==> src/hdl/fpatan_pkg.sv <==
// Package for the fixed-point atan2 block: angle constants, the octant tangent
// table and the small types used by the sequencer and its units.
// No dependencies.
package fpatan_pkg;

  localparam int unsigned MagWidth   = 32;  // magnitude of a 32-bit difference
  localparam int unsigned RatioWidth = 15;  // 1.14 ratio, 0 .. 0x4000
  localparam int unsigned FracBits   = 14;
  localparam int unsigned IdxWidth   = 8;   // table index, 0 .. 128
  localparam int unsigned AngleWidth = 11;

  localparam logic [IdxWidth-1:0]   TableLast   = 8'd128;
  localparam logic [IdxWidth:0]     TableLastS  = 9'sd128;
  localparam logic signed [AngleWidth-1:0] HalfTurn    = 11'sd512;
  localparam logic signed [AngleWidth-1:0] QuarterTurn = 11'sd256;

  typedef enum logic [1:0] {
    ST_IDLE,
    ST_LOAD,
    ST_DIV,
    ST_SEARCH
  } seq_state_e;

  // Octant selection captured when an item is accepted.
  typedef struct packed {
    logic y_major;
    logic x_neg;
    logic y_neg;
  } octant_t;

  // Handshake between the sequencer and a unit.
  typedef struct packed {
    logic start;
  } unit_ctrl_t;

  // Tangent of k/1024 turn in 1.14 fixed point, one entry per step over an octant.
  function automatic logic [RatioWidth-1:0] tan_lut(input logic [IdxWidth-1:0] idx);
    logic [RatioWidth-1:0] t;
    unique case (idx)
      8'd0:   t = 15'h0000; 8'd1:   t = 15'h0064; 8'd2:   t = 15'h00c9; 8'd3:   t = 15'h012d;
      8'd4:   t = 15'h0192; 8'd5:   t = 15'h01f6; 8'd6:   t = 15'h025b; 8'd7:   t = 15'h02c0;
      8'd8:   t = 15'h0324; 8'd9:   t = 15'h0389; 8'd10:  t = 15'h03ee; 8'd11:  t = 15'h0453;
      8'd12:  t = 15'h04b8; 8'd13:  t = 15'h051d; 8'd14:  t = 15'h0582; 8'd15:  t = 15'h05e8;
      8'd16:  t = 15'h064d; 8'd17:  t = 15'h06b3; 8'd18:  t = 15'h0718; 8'd19:  t = 15'h077e;
      8'd20:  t = 15'h07e4; 8'd21:  t = 15'h084a; 8'd22:  t = 15'h08b1; 8'd23:  t = 15'h0917;
      8'd24:  t = 15'h097e; 8'd25:  t = 15'h09e5; 8'd26:  t = 15'h0a4c; 8'd27:  t = 15'h0ab3;
      8'd28:  t = 15'h0b1a; 8'd29:  t = 15'h0b82; 8'd30:  t = 15'h0bea; 8'd31:  t = 15'h0c52;
      8'd32:  t = 15'h0cba; 8'd33:  t = 15'h0d23; 8'd34:  t = 15'h0d8c; 8'd35:  t = 15'h0df5;
      8'd36:  t = 15'h0e5f; 8'd37:  t = 15'h0ec8; 8'd38:  t = 15'h0f32; 8'd39:  t = 15'h0f9d;
      8'd40:  t = 15'h1007; 8'd41:  t = 15'h1072; 8'd42:  t = 15'h10de; 8'd43:  t = 15'h114a;
      8'd44:  t = 15'h11b6; 8'd45:  t = 15'h1222; 8'd46:  t = 15'h128f; 8'd47:  t = 15'h12fc;
      8'd48:  t = 15'h136a; 8'd49:  t = 15'h13d8; 8'd50:  t = 15'h1446; 8'd51:  t = 15'h14b5;
      8'd52:  t = 15'h1524; 8'd53:  t = 15'h1594; 8'd54:  t = 15'h1604; 8'd55:  t = 15'h1675;
      8'd56:  t = 15'h16e6; 8'd57:  t = 15'h1757; 8'd58:  t = 15'h17ca; 8'd59:  t = 15'h183c;
      8'd60:  t = 15'h18b0; 8'd61:  t = 15'h1923; 8'd62:  t = 15'h1998; 8'd63:  t = 15'h1a0c;
      8'd64:  t = 15'h1a82; 8'd65:  t = 15'h1af8; 8'd66:  t = 15'h1b6f; 8'd67:  t = 15'h1be6;
      8'd68:  t = 15'h1c5e; 8'd69:  t = 15'h1cd7; 8'd70:  t = 15'h1d50; 8'd71:  t = 15'h1dca;
      8'd72:  t = 15'h1e45; 8'd73:  t = 15'h1ec0; 8'd74:  t = 15'h1f3c; 8'd75:  t = 15'h1fb9;
      8'd76:  t = 15'h2037; 8'd77:  t = 15'h20b5; 8'd78:  t = 15'h2134; 8'd79:  t = 15'h21b4;
      8'd80:  t = 15'h2235; 8'd81:  t = 15'h22b7; 8'd82:  t = 15'h2339; 8'd83:  t = 15'h23bd;
      8'd84:  t = 15'h2441; 8'd85:  t = 15'h24c6; 8'd86:  t = 15'h254c; 8'd87:  t = 15'h25d4;
      8'd88:  t = 15'h265c; 8'd89:  t = 15'h26e5; 8'd90:  t = 15'h276f; 8'd91:  t = 15'h27fa;
      8'd92:  t = 15'h2887; 8'd93:  t = 15'h2914; 8'd94:  t = 15'h29a2; 8'd95:  t = 15'h2a32;
      8'd96:  t = 15'h2ac3; 8'd97:  t = 15'h2b55; 8'd98:  t = 15'h2be8; 8'd99:  t = 15'h2c7d;
      8'd100: t = 15'h2d12; 8'd101: t = 15'h2da9; 8'd102: t = 15'h2e42; 8'd103: t = 15'h2edc;
      8'd104: t = 15'h2f77; 8'd105: t = 15'h3013; 8'd106: t = 15'h30b1; 8'd107: t = 15'h3151;
      8'd108: t = 15'h31f2; 8'd109: t = 15'h3294; 8'd110: t = 15'h3338; 8'd111: t = 15'h33de;
      8'd112: t = 15'h3486; 8'd113: t = 15'h352f; 8'd114: t = 15'h35d9; 8'd115: t = 15'h3686;
      8'd116: t = 15'h3734; 8'd117: t = 15'h37e5; 8'd118: t = 15'h3897; 8'd119: t = 15'h394b;
      8'd120: t = 15'h3a01; 8'd121: t = 15'h3ab9; 8'd122: t = 15'h3b73; 8'd123: t = 15'h3c30;
      8'd124: t = 15'h3cee; 8'd125: t = 15'h3daf; 8'd126: t = 15'h3e72; 8'd127: t = 15'h3f38;
      default: t = 15'h4000;
    endcase
    return t;
  endfunction

endpackage

==> src/hdl/fpatan_div.sv <==
// Bit-serial restoring divider: floor(small * 2^14 / big) for small <= big.
// Depends on fpatan_pkg.
module fpatan_div (
  input  logic                                 clk_i,
  input  logic                                 rst_ni,
  input  fpatan_pkg::unit_ctrl_t               ctrl_i,
  input  logic [fpatan_pkg::MagWidth-1:0]      small_i,
  input  logic [fpatan_pkg::MagWidth-1:0]      big_i,
  output logic                                 done_o,
  output logic [fpatan_pkg::RatioWidth-1:0]    quot_o
);

  localparam int unsigned RemWidth = fpatan_pkg::MagWidth + 1;
  localparam logic [3:0]  LastStep = 4'(fpatan_pkg::FracBits);

  logic                                active_q, active_d;
  logic [3:0]                          cnt_q, cnt_d;
  logic [RemWidth-1:0]                 rem_q, rem_d;
  logic [fpatan_pkg::RatioWidth-1:0]   quot_q, quot_d;
  logic                                done_q, done_d;
  logic [RemWidth-1:0]                 shifted;
  logic [RemWidth:0]                   diff;

  // The first step compares the unshifted remainder; later steps shift in a zero.
  assign shifted = (cnt_q == 4'd0) ? rem_q : {rem_q[RemWidth-2:0], 1'b0};
  assign diff    = {1'b0, shifted} - {2'b00, big_i};

  always_comb begin
    active_d = active_q;
    cnt_d    = cnt_q;
    rem_d    = rem_q;
    quot_d   = quot_q;
    done_d   = 1'b0;
    if (ctrl_i.start) begin
      active_d = 1'b1;
      cnt_d    = 4'd0;
      rem_d    = {1'b0, small_i};
    end else if (active_q) begin
      rem_d  = diff[RemWidth] ? shifted : diff[RemWidth-1:0];
      quot_d = {quot_q[fpatan_pkg::RatioWidth-2:0], ~diff[RemWidth]};
      cnt_d  = cnt_q + 4'd1;
      if (cnt_q == LastStep) begin
        active_d = 1'b0;
        done_d   = 1'b1;
      end
    end
  end

  always_ff @(posedge clk_i or negedge rst_ni) begin
    if (!rst_ni) begin
      active_q <= 1'b0;
      cnt_q    <= 4'd0;
      done_q   <= 1'b0;
    end else begin
      active_q <= active_d;
      cnt_q    <= cnt_d;
      done_q   <= done_d;
    end
  end

  always_ff @(posedge clk_i) begin
    rem_q  <= rem_d;
    quot_q <= quot_d;
  end

  assign done_o = done_q;
  assign quot_o = quot_q;

endmodule

==> src/hdl/fpatan_search.sv <==
// Binary search of the tangent table, one probe per cycle; returns the exact
// match or the last probed midpoint. Depends on fpatan_pkg.
module fpatan_search (
  input  logic                                 clk_i,
  input  logic                                 rst_ni,
  input  fpatan_pkg::unit_ctrl_t               ctrl_i,
  input  logic [fpatan_pkg::RatioWidth-1:0]    ratio_i,
  output logic                                 done_o,
  output logic [fpatan_pkg::IdxWidth-1:0]      index_o
);

  localparam int unsigned BW = fpatan_pkg::IdxWidth + 1;

  logic                               active_q, active_d;
  logic signed [BW-1:0]               lo_q, lo_d, hi_q, hi_d;
  logic [fpatan_pkg::IdxWidth-1:0]    mid_q, mid_d;
  logic                               done_q, done_d;
  logic [BW-1:0]                      sum;
  logic [fpatan_pkg::IdxWidth-1:0]    mid;
  logic [fpatan_pkg::RatioWidth-1:0]  probe;

  // Inside the loop lo and hi are both non-negative, so the sum fits unsigned.
  assign sum   = BW'(lo_q + hi_q);
  assign mid   = sum[BW-1:1];
  assign probe = fpatan_pkg::tan_lut(mid);

  always_comb begin
    active_d = active_q;
    lo_d     = lo_q;
    hi_d     = hi_q;
    mid_d    = mid_q;
    done_d   = 1'b0;
    if (ctrl_i.start) begin
      active_d = 1'b1;
      lo_d     = '0;
      hi_d     = fpatan_pkg::TableLastS;
    end else if (active_q) begin
      if (lo_q > hi_q) begin
        active_d = 1'b0;
        done_d   = 1'b1;
      end else begin
        mid_d = mid;
        if (probe > ratio_i) begin
          hi_d = $signed({1'b0, mid}) - BW'(1);
        end else if (probe < ratio_i) begin
          lo_d = $signed({1'b0, mid}) + BW'(1);
        end else begin
          active_d = 1'b0;
          done_d   = 1'b1;
        end
      end
    end
  end

  always_ff @(posedge clk_i or negedge rst_ni) begin
    if (!rst_ni) begin
      active_q <= 1'b0;
      done_q   <= 1'b0;
    end else begin
      active_q <= active_d;
      done_q   <= done_d;
    end
  end

  always_ff @(posedge clk_i) begin
    lo_q  <= lo_d;
    hi_q  <= hi_d;
    mid_q <= mid_d;
  end

  assign done_o  = done_q;
  assign index_o = mid_q;

endmodule

==> src/hdl/fixed_point_atan2_lookup.sv <==
// Fixed-point atan2: angle in 1024ths of a turn from two signed differences.
// A zero pair is answered in the cycle after it is accepted. Any other item passes from the
// accepting edge through a load state, the bit-serial divider steps, a hand-off to the search,
// the table probes plus a closing step when no probe hits, and the output register to the done strobe.
// A zero pair never raises busy; for any other item busy stays high until it drops with the strobe.
// Reset (rst_ni, asynchronous, active low) idles the sequencer and clears the strobe.
module fixed_point_atan2_lookup (
  input  logic                                    clk_i,
  input  logic                                    rst_ni,
  input  logic                                    start,
  output logic                                    busy,
  input  logic signed [31:0]                      delta_x_i,
  input  logic signed [31:0]                      delta_y_i,
  output logic                                    done_o,
  output logic signed [fpatan_pkg::AngleWidth-1:0] angle_o
);

  // Magnitudes of the inputs. Negating modulo 2^32 gives -2^31 the magnitude
  // 2^31 exactly, which is what an unsigned 32-bit register holds.
  logic [fpatan_pkg::MagWidth-1:0] mag_x, mag_y;
  logic                            x_not_pos, y_not_pos, y_major_in, both_zero, accept;

  assign mag_x      = delta_x_i[31] ? (~delta_x_i + 32'd1) : delta_x_i;
  assign mag_y      = delta_y_i[31] ? (~delta_y_i + 32'd1) : delta_y_i;
  // Zero counts as negative when the octant is chosen.
  assign x_not_pos  = delta_x_i[31] | (delta_x_i == '0);
  assign y_not_pos  = delta_y_i[31] | (delta_y_i == '0);
  assign y_major_in = mag_y > mag_x;
  assign both_zero  = (delta_x_i == '0) && (delta_y_i == '0);
  assign accept     = start && !busy;

  fpatan_pkg::seq_state_e          state_q, state_d;
  fpatan_pkg::octant_t             oct_q;
  logic [fpatan_pkg::MagWidth-1:0] small_q, big_q;
  logic                            done_q, done_d;
  logic signed [fpatan_pkg::AngleWidth-1:0] angle_q, angle_d;

  fpatan_pkg::unit_ctrl_t             div_ctrl, srch_ctrl;
  logic                               div_done, srch_done;
  logic [fpatan_pkg::RatioWidth-1:0]  ratio;
  logic [fpatan_pkg::IdxWidth-1:0]    index;
  logic signed [fpatan_pkg::AngleWidth-1:0] a;

  // The divider runs on the registered operands; its done pulse launches the search.
  assign div_ctrl.start  = (state_q == fpatan_pkg::ST_LOAD);
  assign srch_ctrl.start = div_done;

  fpatan_div u_div (
    .clk_i   (clk_i),
    .rst_ni  (rst_ni),
    .ctrl_i  (div_ctrl),
    .small_i (small_q),
    .big_i   (big_q),
    .done_o  (div_done),
    .quot_o  (ratio)
  );

  fpatan_search u_search (
    .clk_i   (clk_i),
    .rst_ni  (rst_ni),
    .ctrl_i  (srch_ctrl),
    .ratio_i (ratio),
    .done_o  (srch_done),
    .index_o (index)
  );

  assign a = $signed({{(fpatan_pkg::AngleWidth-fpatan_pkg::IdxWidth){1'b0}}, index});

  // Sequencer and octant mapping. When the vertical magnitude dominates, the
  // table angle is measured from the vertical axis; otherwise from the horizontal.
  always_comb begin
    state_d = state_q;
    done_d  = 1'b0;
    angle_d = angle_q;
    unique case (state_q)
      fpatan_pkg::ST_IDLE: begin
        if (accept) begin
          if (both_zero) begin
            angle_d = '0;
            done_d  = 1'b1;
          end else begin
            state_d = fpatan_pkg::ST_LOAD;
          end
        end
      end
      fpatan_pkg::ST_LOAD: begin
        state_d = fpatan_pkg::ST_DIV;
      end
      fpatan_pkg::ST_DIV: begin
        if (div_done) begin
          state_d = fpatan_pkg::ST_SEARCH;
        end
      end
      fpatan_pkg::ST_SEARCH: begin
        if (srch_done) begin
          state_d = fpatan_pkg::ST_IDLE;
          done_d  = 1'b1;
          if (oct_q.y_major) begin
            priority if (oct_q.y_neg && oct_q.x_neg) begin
              angle_d = a - fpatan_pkg::HalfTurn;
            end else if (oct_q.y_neg) begin
              angle_d = fpatan_pkg::HalfTurn - a;
            end else if (oct_q.x_neg) begin
              angle_d = -a;
            end else begin
              angle_d = a;
            end
          end else begin
            priority if (oct_q.y_neg && oct_q.x_neg) begin
              angle_d = -fpatan_pkg::QuarterTurn - a;
            end else if (oct_q.y_neg) begin
              angle_d = fpatan_pkg::QuarterTurn + a;
            end else if (oct_q.x_neg) begin
              angle_d = a - fpatan_pkg::QuarterTurn;
            end else begin
              angle_d = fpatan_pkg::QuarterTurn - a;
            end
          end
        end
      end
      default: begin
        state_d = fpatan_pkg::ST_IDLE;
      end
    endcase
  end

  always_ff @(posedge clk_i or negedge rst_ni) begin
    if (!rst_ni) begin
      state_q <= fpatan_pkg::ST_IDLE;
      done_q  <= 1'b0;
    end else begin
      state_q <= state_d;
      done_q  <= done_d;
    end
  end

  // Operands and octant flags are captured once per accepted item.
  always_ff @(posedge clk_i) begin
    angle_q <= angle_d;
    if (accept) begin
      oct_q.y_major <= y_major_in;
      oct_q.x_neg   <= x_not_pos;
      oct_q.y_neg   <= y_not_pos;
      big_q         <= y_major_in ? mag_y : mag_x;
      small_q       <= y_major_in ? mag_x : mag_y;
    end
  end

  assign busy    = (state_q != fpatan_pkg::ST_IDLE);
  assign done_o  = done_q;
  assign angle_o = angle_q;

  // The strobe only appears once the sequencer has returned to idle.
  a_done_idle: assert property (@(posedge clk_i) disable iff (!rst_ni)
    done_o |-> !busy) else $error("result strobe while busy");

  // Two zero differences give a zero angle on the next cycle.
  a_zero_fast: assert property (@(posedge clk_i) disable iff (!rst_ni)
    (start && !busy && delta_x_i == '0 && delta_y_i == '0) |=> (done_o && angle_o == '0))
    else $error("zero item not answered at once");

  // Any other accepted item keeps the block busy.
  a_nonzero_busy: assert property (@(posedge clk_i) disable iff (!rst_ni)
    (start && !busy && !(delta_x_i == '0 && delta_y_i == '0)) |=> (busy && !done_o))
    else $error("item accepted without going busy");

  // The angle always lands within half a turn either way.
  a_angle_range: assert property (@(posedge clk_i) disable iff (!rst_ni)
    done_o |-> (angle_o >= -fpatan_pkg::HalfTurn && angle_o <= fpatan_pkg::HalfTurn))
    else $error("angle out of range");

endmodule
==> config.mk <==
export PLATFORM = sky130hd
export DESIGN_NAME = fixed_point_atan2_lookup
export DESIGN_NICKNAME = d
export VERILOG_FILES = /design/src/hdl/fpatan_pkg.sv /design/src/hdl/fpatan_div.sv /design/src/hdl/fpatan_search.sv /design/src/hdl/fixed_point_atan2_lookup.sv
export SDC_FILE = /design/constraint.sdc
export NUM_CORES = 1
export LEC_CHECK = 0
export ABC_CLOCK_PERIOD_IN_PS = 13400
export BUFFER_PORTS_ARGS = -buffer_cell sky130_fd_sc_hd__buf_2
export CAP_MARGIN = 10
export CELL_PAD_IN_SITES_DETAIL_PLACEMENT = 0
export CELL_PAD_IN_SITES_GLOBAL_PLACEMENT = 1
export CORE_ASPECT_RATIO = 1.75
export CORE_MARGIN = 2
export CORE_UTILIZATION = 30
export DETAILED_ROUTE_END_ITERATION = 10
export GPL_TIMING_DRIVEN = 0
export PLACE_DENSITY = 0.58
export SYNTH_ARGS = -nofsm -noshare
export SYNTH_HDL_FRONTEND = slang
export SYNTH_HIERARCHICAL = 1
export SYNTH_SLANG_ARGS = --single-unit
==> constraint.sdc <==
create_clock -name clk_i -period 13.4 [get_ports clk_i]
set_input_delay 0.67 -clock clk_i [delete_from_list [all_inputs] [get_ports clk_i]]
set_output_delay 0.67 -clock clk_i [all_outputs]
set_load 0.005 [all_outputs]
==> impl.org <==
** Critical path
- Endpoint type of the worst setup path :: flop
- Worst endpoint required time :: 13.72 ns
- Maximum single-stage delay on the critical path :: 0.64 ns
- Crit-path slowest cell :: sky130_fd_sc_hd__xnor2_2
- Crit-path most repeated cell :: sky130_fd_sc_hd__ha_1
- Counting both buffers and inverters, the worst setup path holds a total of 4.
- Of all nets on the critical path, the largest fanout is 16.
- Worst Path Arrival :: 7.15 ns
- The worst setup path is of the reg -> reg kind.
- The worst setup path is launched from a flop.
- Grouping stages by cell kind, the critical path spends the most delay in compound AO/OA/AOI/OAI gates.
- Walking the worst path, the cells encountered are ha_1 > fa_1 > xnor2_2 > buf_6 > clkinv_1 > ha_1 > clkbuf_1 > a21oi_1 > a221o_1 > o31ai_1 > a2111oi_0 > a31o_1 > ha_1 > a21o_1 > a221oi_1 > o211ai_1 > nor3b_2 > buf_2 > mux2i_1 > nor2_1.

** Placement
- After legalization and detailed placement, the total HPWL measured 48800 microns.
- Cell Count Post-Placement :: 2412
- The congestion estimate from routability-driven global placement came to 1.02.
- Placed cell areas :: 16500 sq um
- Number of port buffers :: 79

** Clock tree
- Number of buffers inserted to repair setup after CTS :: 0
- Clock-pin slew was measured on the worst setup and hold paths at 0.08 ns.
- Buffers inserted during clock tree synthesis total 17.
- In this run the deepest clock path goes through 2 buffers.
- TritonCTS built the clock tree.
- After clock tree synthesis, the repair step resized 0 gates.
- Clock tree synthesis selected as its root buffer the cell sky130_fd_sc_hd__clkbuf_16.
- The clock tree synthesis step divided the H-tree into 4 levels.
- For this design, the sink count on the clock tree is 163.
- Clock latency at the later pin of the worst-skew pair :: 0.45 ns
- Hold-fix buffers at CTS :: 0

** Finish
- From synthesis to final layout, the design area changed by 12.5%.
- For this run, the number of standard cells in the final layout without fillers is 2446.
- Area of all placed cells without fillers :: 17100 sq um
- Cells with a size suffix above 1 make up 15.0% of the layout.
- The library cell used most frequently in the layout, excluding fill and tap cells, is sky130_fd_sc_hd__ha_1.
- Number of fillers in the final layout :: 5225
- For this run, the post-layout net count is 1973.
- In the layout the commonest cells are sky130_fd_sc_hd__ha_1, sky130_fd_sc_hd__edfxtp_1, sky130_fd_sc_hd__nand2_1, sky130_fd_sc_hd__inv_1, sky130_fd_sc_hd__nor2_1.

** Global route
- Entering global routing, the biggest net connects 45 pins.
- The first global-routing pass estimated 86500 microns of wire.
- The initial antenna violation count came to 9.
- Overall global routing resource usage :: 22.4%
- The via count of the first global-routing pass came to 13800.
- Total congestion overflow :: 0

** Detailed routing
- The pre-antenna-repair detailed-routing pass consisted of 5 iterations.
- DR vias :: 13200
- Number of nets with antenna violations after routing :: 0
- Wirelength, routed :: 59400 microns
- Number of DRC markers after the initial detailed-route iteration :: 782
- Routed vias/inst :: 5.41
- Mean routed wirelength per cell :: 24.3 microns
- After detailed routing, the number of remaining DRC violations is 0.

** Die
- The die covers 52600 sq um.
- The core region is 50300 sq um.
- Measured along the y axis, the die boundary spans 302 microns.
- Initial core utilization :: 30.3%
- Floorplan die width :: 174 microns
- The initialized floorplan defines 109 standard-cell rows.
- 80 I/O pins were placed.

** Logic synthesis
- Most used flip-flop cell after synthesis :: sky130_fd_sc_hd__edfxtp_1
- Counting flops with an async set or reset pin after synthesis yields a share of 6.75%.
- After synthesis the netlist holds a flip-flop and latch count of 163.
- Synthesis handed over a netlist of 1664 instances.
- Sequential elements use 30.5% of the synthesized area.
- Post-synthesis instance area :: 15200 sq um
- Counting flops with a built-in enable in the synthesized netlist gives 133.
- Syn_nets :: 1872
- Yosys synthesis warning count :: 6
- Syn Area/Cell :: 9.15 sq um
- Counting distinct cell types in the post-synthesis netlist gives 113.

** STA
- Final-report hold violation count :: 0
- Hold_ws :: 0.0987 ns
- Clock tree skew after final layout :: 0.0177 ns
- Setup violations remaining at the end of the flow were counted as 0.
- Timing would allow up to 0.146 GHz.
- The number of max-slew violations in the final report was 0.
- For the pin with the worst max-slew slack, the measured transition is 1.19 ns.
- Minimum clock period after layout :: 6.83 ns
- Setup repair after global routing left no endpoint under its margin.
- The worst pin sits at a relative slew slack of 20.5%.
- Summed over all failing endpoints, the final setup total negative slack is 0 ns.
- Portion of the clock cycle consumed by the worst path in the final layout :: 51.0%

** Outcome
- The run finished with clean final reports.

** Job
- Maximum Capacitance Violations :: 0

** Worst hold path
- Hold crit path type :: in -> async
-- final timing paths --
| check | start | to | slack [ns] | cells after the start |
|---|---|---|---|---|
| max | u_search/lo_q[0] | u_search/lo_q[8] | 6.57 | 20 |
| min | rst_ni | done_o | 0.1 | 1 |
| max reg2reg | u_search/lo_q[0] | u_search/lo_q[8] | 6.57 | 20 |
| min reg2reg | u_search/hi_q[8] | u_search/hi_q[8] | 0.46 | 2 |
| max in group asynchronous | rst_ni | u_search/active_q | 13.05 | 1 |
| min in group clk_i | u_search/hi_q[8] | u_search/hi_q[8] | 0.46 | 2 |
-- routing by layer --
metal	GRT usage [%]	wire length (microns)
met1	19.9	19400
met2	44.7	33000
met3	3.22	2090
met4	17.2	4920
met5	0	78
-- flip-flops by register name, summed over array words and instances (netlist names) --
signal,count
u_search/hi_q,9
u_div/done_o,1
u_search/done_o,1
big_q,32
u_div/active_q,1
done_o,1
state_q,2
oct_q,3
small_q,32
angle_o,11
u_div/cnt_q,4
u_div/quot_o,15
u_div/rem_q,33
u_search/active_q,1
u_search/index_o,8
u_search/lo_q,9
-- layout make-up --
cell class	instances	area, sq um	share of cell area (%)
clock inverters	13	151	0.884
clock buffers	19	475	2.77
multi-input cells	1280	9610	56.1
repair buffers	82	434	2.53
plain buffers	90	483	2.82
flip-flops and latches	163	4650	27.1
well taps	666	833	4.86
diodes	2	5.00	0.0292
inverters	131	497	2.90
-- Yosys cell counts (9+ instances only) --
cell type / number / area share [%]
sky130_fd_sc_hd__dfrtp_1: 11 / 1.8
sky130_fd_sc_hd__xor2_1: 64 / 3.7
sky130_fd_sc_hd__ha_1: 139 / 11
sky130_fd_sc_hd__nand2b_1: 13 / 0.53
sky130_fd_sc_hd__o21ai_0: 76 / 2.5
sky130_fd_sc_hd__mux2i_1: 107 / 7.0
sky130_fd_sc_hd__or3_1: 17 / 0.70
sky130_fd_sc_hd__o211ai_1: 12 / 0.59
sky130_fd_sc_hd__nand4_1: 20 / 0.82
sky130_fd_sc_hd__inv_1: 123 / 3.0
sky130_fd_sc_hd__dfxtp_1: 19 / 2.5
sky130_fd_sc_hd__xnor2_1: 33 / 1.9
sky130_fd_sc_hd__nor3_1: 34 / 1.1
sky130_fd_sc_hd__or4_1: 18 / 0.89
sky130_fd_sc_hd__buf_2: 29 / 0.95
sky130_fd_sc_hd__a311oi_1: 10 / 0.58
sky130_fd_sc_hd__nand2_1: 128 / 3.2
sky130_fd_sc_hd__nor2b_1: 17 / 0.70
sky130_fd_sc_hd__mux2_2: 37 / 2.7
sky130_fd_sc_hd__nor4_1: 12 / 0.49
sky130_fd_sc_hd__buf_6: 10 / 0.74
sky130_fd_sc_hd__a211oi_1: 18 / 0.89
sky130_fd_sc_hd__nand3_1: 37 / 1.2
sky130_fd_sc_hd__a31oi_1: 11 / 0.45
sky130_fd_sc_hd__a21o_1: 26 / 1.3
sky130_fd_sc_hd__o22ai_1: 9 / 0.37
sky130_fd_sc_hd__nor2_1: 115 / 2.8
sky130_fd_sc_hd__o21bai_1: 11 / 0.54
sky130_fd_sc_hd__a21oi_1: 105 / 3.5
sky130_fd_sc_hd__edfxtp_1: 133 / 26
sky130_fd_sc_hd__clkbuf_1: 36 / 0.89
sky130_fd_sc_hd__a21boi_0: 10 / 0.49
sky130_fd_sc_hd__o31ai_1: 21 / 1.0
-- through the flow --
step	worst slack, ns	utilization, %
4_1_cts	6.68	34.0
2_1_floorplan	8.06	-
6_report	6.57	34.0
3_5_place_dp	6.31	32.8
3_3_place_gp	4.87	32.7
5_1_grt	6.28	34.0
-- cells by family after synthesis --
kind of cell    Yosys count  synth area share [%]
compound gates          415                  19.1
flops                   163                  30.5
mux                     145                  9.85
xor+xnor                102                  6.19
buf+inv                 221                  6.43
fa+ha+maj               141                  11.7
simple gates            477                  16.2
Power is not shown: default switching activity piles up to over one toggle a cycle in this logic, so the estimate is an artifact.
